## src/hdl/wsd_pkg.sv

```systemverilog
package wsd_pkg;

	// Number of low length bits that are counted as payload; higher bits only flag overflow.
	localparam int LENGTH_WIDTH = 32;

	// Seven-bit length codes that announce an extended length field.
	localparam logic [6:0] LEN_CODE_16 = 7'd126;
	localparam logic [6:0] LEN_CODE_64 = 7'd127;

	// Byte counts of the extended length fields and of the masking key.
	localparam logic [3:0] EXT16_BYTES = 4'd2;
	localparam logic [3:0] EXT64_BYTES = 4'd8;
	localparam logic [3:0] KEY_BYTES   = 4'd4;

	typedef struct packed {
		logic [7:0]  payload_byte;
		logic [3:0]  opcode;
		logic        fin;
		logic [2:0]  reserved_bits;
		logic        was_masked;
		logic [31:0] frame_length;
		logic        length_overflow;
		logic        empty_frame;
		logic        last;
	} wsd_result_t;

endpackage

```

## src/hdl/websocket_frame_deframer_core.sv

```systemverilog
// WebSocket frame deframer with payload unmasking.
// Input channel: one raw stream byte per request on frame_byte, with byte_valid and
// byte_stall. A request is taken at a rising edge where byte_valid is high and byte_stall
// is low. Header, extended length and masking key bytes are absorbed and give no result,
// except the byte that completes the header of a frame whose counted length is zero,
// which gives one empty-frame result.
// Output channel: one result request per payload byte on result_valid and result_stall,
// with the header fields of the frame, the low 32 bits of its length, an overflow flag
// for length bits above the counted width, and a last mark.
// Each result is registered, in the output register or behind it in the skid entry.
// Throughput: one byte per cycle while byte_stall is low; the per-byte parse and unmask
// work sits between the parser state registers and the output register.
// Stalls: a two-entry output buffer (output register plus one skid entry) lets a byte be
// taken while a result waits. byte_stall rises only once the skid entry is occupied,
// which happens when a second result is due while a waiting result is stalled,
// and drops again in the cycle after the receiver takes the waiting result.
// Reset: arst_n clears the parser to expect header byte zero and empties the buffer.
module websocket_frame_deframer_core
	import wsd_pkg::*;
(
	input  logic        clk,
	input  logic        arst_n,
	input  logic        byte_valid,
	output logic        byte_stall,
	input  logic [7:0]  frame_byte,
	output logic        result_valid,
	input  logic        result_stall,
	output logic [7:0]  payload_byte,
	output logic [3:0]  opcode,
	output logic        fin,
	output logic [2:0]  reserved_bits,
	output logic        was_masked,
	output logic [31:0] frame_length,
	output logic        length_overflow,
	output logic        empty_frame,
	output logic        last
);

	logic        byte_take;
	logic        res_valid;
	wsd_result_t res;
	wsd_result_t out_q, skid_q;
	logic        out_valid_q, skid_valid_q;
	logic        out_take;

	// The input is held off only while the skid entry is full, so the stall is registered.
	assign byte_stall = skid_valid_q;
	assign byte_take  = byte_valid & ~skid_valid_q;
	assign out_take   = out_valid_q & ~result_stall;

	wsd_parser u_parser (
		.clk        (clk),
		.arst_n     (arst_n),
		.byte_take  (byte_take),
		.frame_byte (frame_byte),
		.res_valid  (res_valid),
		.res        (res)
	);

	// Output buffer valid bits. A new result goes to the output register when it is free
	// or being emptied this cycle; otherwise it parks in the skid entry.
	always_ff @(posedge clk or negedge arst_n) begin
		if (!arst_n) begin
			out_valid_q  <= 1'b0;
			skid_valid_q <= 1'b0;
		end else if (skid_valid_q) begin
			if (out_take) begin
				skid_valid_q <= 1'b0;
			end
		end else if (res_valid) begin
			if (out_valid_q && !out_take) begin
				skid_valid_q <= 1'b1;
			end else begin
				out_valid_q <= 1'b1;
			end
		end else if (out_take) begin
			out_valid_q <= 1'b0;
		end
	end

	// Payload registers of the buffer need no reset.
	always_ff @(posedge clk) begin
		if (skid_valid_q) begin
			if (out_take) begin
				out_q <= skid_q;
			end
		end else if (res_valid) begin
			if (out_valid_q && !out_take) begin
				skid_q <= res;
			end else begin
				out_q <= res;
			end
		end
	end

	assign result_valid    = out_valid_q;
	assign payload_byte    = out_q.payload_byte;
	assign opcode          = out_q.opcode;
	assign fin             = out_q.fin;
	assign reserved_bits   = out_q.reserved_bits;
	assign was_masked      = out_q.was_masked;
	assign frame_length    = out_q.frame_length;
	assign length_overflow = out_q.length_overflow;
	assign empty_frame     = out_q.empty_frame;
	assign last            = out_q.last;

endmodule

```

## src/hdl/wsd_parser.sv

```systemverilog
module wsd_parser
	import wsd_pkg::*;
(
	input  logic        clk,
	input  logic        arst_n,
	input  logic        byte_take,
	input  logic [7:0]  frame_byte,
	output logic        res_valid,
	output wsd_result_t res
);

	typedef enum logic [2:0] {
		PH_HDR0,
		PH_HDR1,
		PH_EXTLEN,
		PH_KEY,
		PH_PAYLOAD
	} phase_t;

	phase_t                    phase_q, phase_d;
	logic [7:0]                hdr_q, hdr_d;
	logic                      mask_q, mask_d;
	logic [63:0]               len_q, len_d;
	logic [3:0]                cnt_q, cnt_d, cnt_dec;
	logic [31:0]               key_q, key_d;
	logic [LENGTH_WIDTH-1:0]   remain_q, remain_d;
	logic [1:0]                kpos_q, kpos_d;
	logic                      finish, emit, empty, last;
	logic [7:0]                key_byte, byte_out;

	always_comb begin
		phase_d  = phase_q;
		hdr_d    = hdr_q;
		mask_d   = mask_q;
		len_d    = len_q;
		cnt_d    = cnt_q;
		key_d    = key_q;
		remain_d = remain_q;
		kpos_d   = kpos_q;
		finish   = 1'b0;
		emit     = 1'b0;
		empty    = 1'b0;
		last     = 1'b0;
		byte_out = 8'd0;
		key_byte = 8'd0;
		cnt_dec  = cnt_q - 4'd1;
		case (phase_q)
			PH_HDR1: begin
				mask_d = frame_byte[7];
				len_d  = '0;
				if (frame_byte[6:0] == LEN_CODE_16) begin
					cnt_d   = EXT16_BYTES;
					phase_d = PH_EXTLEN;
				end else if (frame_byte[6:0] == LEN_CODE_64) begin
					cnt_d   = EXT64_BYTES;
					phase_d = PH_EXTLEN;
				end else begin
					len_d  = 64'(frame_byte[6:0]);
					finish = 1'b1;
				end
			end
			PH_EXTLEN: begin
				len_d  = {len_q[55:0], frame_byte};
				cnt_d  = cnt_dec;
				finish = (cnt_dec == 4'd0);
			end
			PH_KEY: begin
				key_d  = {key_q[23:0], frame_byte};
				cnt_d  = cnt_dec;
				finish = (cnt_dec == 4'd0);
			end
			PH_PAYLOAD: begin
				// Key byte zero sits in the top byte of the key register.
				if (mask_q) begin
					key_byte = key_q[{~kpos_q, 3'b000} +: 8];
				end
				kpos_d   = kpos_q + 2'd1;
				remain_d = remain_q - LENGTH_WIDTH'(1);
				last     = (remain_d == '0);
				emit     = 1'b1;
				byte_out = frame_byte ^ key_byte;
				if (last) begin
					phase_d = PH_HDR0;
				end
			end
			default: begin
				hdr_d   = frame_byte;
				phase_d = PH_HDR1;
			end
		endcase

		// Length or key done: go to key or payload, or emit an empty-frame result.
		if (finish) begin
			if (mask_d && (phase_q != PH_KEY)) begin
				phase_d = PH_KEY;
				cnt_d   = KEY_BYTES;
				key_d   = '0;
			end else begin
				remain_d = len_d[LENGTH_WIDTH-1:0];
				kpos_d   = 2'd0;
				if (remain_d == '0) begin
					phase_d = PH_HDR0;
					emit    = 1'b1;
					empty   = 1'b1;
					last    = 1'b1;
				end else begin
					phase_d = PH_PAYLOAD;
				end
			end
		end
	end

	assign res_valid           = byte_take & emit;
	assign res.payload_byte    = byte_out;
	assign res.opcode          = hdr_d[3:0];
	assign res.fin             = hdr_d[7];
	assign res.reserved_bits   = hdr_d[6:4];
	assign res.was_masked      = mask_d;
	assign res.frame_length    = len_d[31:0];
	assign res.length_overflow = |len_d[63:LENGTH_WIDTH];
	assign res.empty_frame     = empty;
	assign res.last            = last;

	always_ff @(posedge clk or negedge arst_n) begin
		if (!arst_n) begin
			phase_q  <= PH_HDR0;
			hdr_q    <= '0;
			mask_q   <= 1'b0;
			len_q    <= '0;
			cnt_q    <= '0;
			key_q    <= '0;
			remain_q <= '0;
			kpos_q   <= '0;
		end else if (byte_take) begin
			phase_q  <= phase_d;
			hdr_q    <= hdr_d;
			mask_q   <= mask_d;
			len_q    <= len_d;
			cnt_q    <= cnt_d;
			key_q    <= key_d;
			remain_q <= remain_d;
			kpos_q   <= kpos_d;
		end
	end

endmodule

```

## config.mk

```make
export PLATFORM = sky130hd
export DESIGN_NAME = websocket_frame_deframer_core
export DESIGN_NICKNAME = d
export VERILOG_FILES = /design/src/hdl/wsd_pkg.sv /design/src/hdl/websocket_frame_deframer_core.sv /design/src/hdl/wsd_parser.sv
export SDC_FILE = /design/constraint.sdc
export NUM_CORES = 1
export LEC_CHECK = 0
export ABC_CLOCK_PERIOD_IN_PS = 5500
export BUFFER_PORTS_ARGS = -buffer_cell sky130_fd_sc_hd__buf_2
export CORE_MARGIN = 2
export CORE_UTILIZATION = 41
export CTS_CLUSTER_SIZE = 25
export DETAILED_ROUTE_END_ITERATION = 8
export PLACE_DENSITY = 0.59
export SETUP_SLACK_MARGIN = 0.1
export SYNTH_ARGS = -nofsm -noshare
export SYNTH_HDL_FRONTEND = slang
export SYNTH_SLANG_ARGS = --single-unit
```

## constraint.sdc

```tcl
create_clock -name clk -period 5.5 [get_ports clk]
set_clock_uncertainty 0.15 [all_clocks]
set_input_delay 0.55 -clock clk [delete_from_list [all_inputs] [get_ports clk]]
set_output_delay 0.55 -clock clk [all_outputs]
set_load 0.01 [all_outputs]
```

==> impl_results.md <==
- DP HPWL: 19.9 mm
- Final period utilization: 0.817
- Clk buf depth: 3
- Max-cap violations: 0
- Layout area overhead: 12.6%
- Dpl cells: 1,484
- Seq/Total Area, Yosys: 0.561
- Seq pwr share: 0.421
- # DRC: 0
- Share of cells above drive strength 1: 0.175
- Slew margin rel.: 0.227
- H-tree depth: 1
- Post-CTS Setup Bufs: 0
- Synth Net Count: 1,106
- Layout Nets: 1,141
- PortBufs: 65
- Status: complete, no violations
- Top-level I/O count: between 60 and 70
- Average size of a mapped cell: approximately 11 um^2
- Initial core utilization: 0.414
- Global-route wire length before repair: 49.5 mm
- Drt total wl: 30.9 mm
- Final Hold Fails: 0
- Die height: roughly 180 um
- Drt wl/cell: roughly 20 um
- First-pass DRT Iterations: 6
- Total grt overflow: 0
- Drt initial violations: 984
- Leak: 5.43 nW
- Internal Pwr Total: ~4.7 mW
- Yosys warns: 0
- #FFs+latches synth: between 200 and 300
- Via-to-Cell Ratio: 5.83
- CTS tree: done
- Comb pwr share: 0.343
- Final setup violation count: 0
- Required time of the critical path: 5550 ps
- Total negative slack: 0 ps
- Post-CTS resize count: 0
- Most frequent cells in the layout: dfrtp_1, nand2_1, edfxtp_1
- Fin Hold WS: 167 ps
- Worst Setup End Kind: flip-flop
- Count of different cell masters after synthesis: 73
- Post-layout minimum cycle time: 4500 ps
- Total track usage: 0.200
- Ys async rst share: 0.587
- Max-slew violations: 0
- Power density cells: 548 nW/um^2
- Switching part of the total: 0.380
- Full die area: approximately 31,000 um^2
- CP max FO: 62
- NetSw: around 2.9 mW
- Num CTS Buffers: 28
- FP Rows: between 60 and 70
- Largest net degree at the start of global routing: 84
- Max VDD drop: 0.274 mV
- RSZ-0062 raised after global routing: false
- Clk_lat worst skew: 540 ps
- Initial antenna violation count: 1
- Die Width: 176 um
- Vias in the first global route: 8,674
- Final Non-Filler Cells: 1,537
- EDFF count, synth: 104
- Clock power frac: 0.236
- Hold_buf cts: 1
- Final weighted congestion in routability-driven placement: 0.864
- Post-route ant nets: 0
- FMAX: 222 MHz
- Critical Path AT: 4550 ps
- Clk root buf: clkbuf_16
- # diodes: 0
- Least-Margin Pin Slew: 1160 ps
- Worst-path clk slew: 60 ps
- Post-synth top flop: dfrtp_1
- Syn Std Cell Area: approximately 12,000 um^2
- Post-Syn Instances: 1,090
- Most common cell after layout, fill and taps aside: dfrtp_1
- Startpoint Class: flip-flop
- Core Area: between 20,000 and 30,000 um^2
- Vias: 8,961
- Clock Sinks: 252
- Kind of critical path: flip-flop to flip-flop
- HP Class: input port to flip-flop
stage by stage:
stage | total power [mW] | cell area, um^2 | setup WS, ps | util
after global placement | 5.69 | 12800 | 1060 | 0.436
after CTS | 7.52 | 13700 | 1010 | 0.466
after floorplan | 4.94 | 12200 | 513 | -
after global routing | 7.98 | 13700 | 737 | 0.466
after detailed placement | 5.72 | 12800 | 1040 | 0.436
final | 7.51 | 13700 | 1000 | 0.466
registers in the layout, indices dropped and copies added, names as in the netlist:
name	cells
byte_stall	1
empty_frame	1
fin	1
frame_length	32
last	1
length_overflow	1
opcode	4
payload_byte	8
reserved_bits	3
result_valid	1
skid_q	52
u_parser.cnt_q	4
u_parser.hdr_q	8
u_parser.key_q	32
u_parser.kpos_q	2
u_parser.len_q	64
u_parser.mask_q	1
u_parser.phase_q	3
u_parser.remain_q	32
was_masked	1
power groups by stage:
stage | logic, mW | registers [mW] | clock network [mW]
after CTS | 2.56 | 3.14 | 1.81
after detailed placement | 2.55 | 3.17 | 0
after floorplan | 2.07 | 2.87 | 0
after global placement | 2.52 | 3.17 | 0
after global routing | 2.86 | 3.24 | 1.88
final | 2.57 | 3.16 | 1.77
cell usage after synthesis, types with 20 or more instances:
master / count / area [um^2]
a21oi_1: 41 / 205
a22o_1: 69 / 604
clkbuf_1: 56 / 210
dfrtp_1: 148 / 3700
edfxtp_1: 104 / 3120
inv_1: 34 / 128
mux2_2: 52 / 586
nand2_1: 123 / 462
nand3_1: 21 / 105
nor2_1: 70 / 263
nor2b_1: 21 / 131
nor4_1: 20 / 125
o21ai_0: 52 / 260
final timing paths:
kind	slack, ps	cells past startpoint	start	to
worst max-delay path	1000	8	u_parser.phase_q[0]	frame_length[28]
worst min-delay path	170	3	result_stall	result_valid
worst max register to register	1000	8	u_parser.phase_q[0]	frame_length[28]
worst min register to register	320	2	u_parser.hdr_q[3]	u_parser.hdr_q[3]
max in group asynchronous	3330	3	arst_n	u_parser.remain_q[23]
min in group asynchronous	500	2	arst_n	u_parser.key_q[25]
critical path, cell delays in order, from the launching register on:
cell	delay, ps
dfrtp_2	750
a21o_1	560
a221o_1	550
or4_1	550
nor4_2	220
nand3_2	200
or4_4	590
a31oi_4	180
buf_4	360
kinds of logic (layout without fill, tap and decap cells):
kind of cell	Yosys count	in the layout	synth area share
xor gates and xnor gates	21	21	0.0151
buffers and inverters	112	169	0.0384
AOI/OAI and AO/OA	276	276	0.163
adders and majority gates	4	4	0.00412
and+or+nand+nor	361	361	0.151
muxes	64	64	0.0664
DFF	252	252	0.561
area by class of cell:
class / instances / area, um^2
timing repair buffer: 83 / 482
sequential: 252 / 6830
tap: 390 / 488
clock inverter: 8 / 35.0
fill: 2694 / 15700
clock buffer: 44 / 832
inverter: 34 / 128
multi-input combinational: 726 / 4900
routing by layer:
| metal | share of wire | GRT usage |
|---|---|---|
| met1 | 0.49 | 0.308 |
| met2 | 0.44 | 0.301 |
| met3 | 0.050 | 0.0252 |
| met4 | 0.020 | 0.0489 |
| met5 | 0 | 0 |
Note: power is estimated with default switching activity, not from simulation.
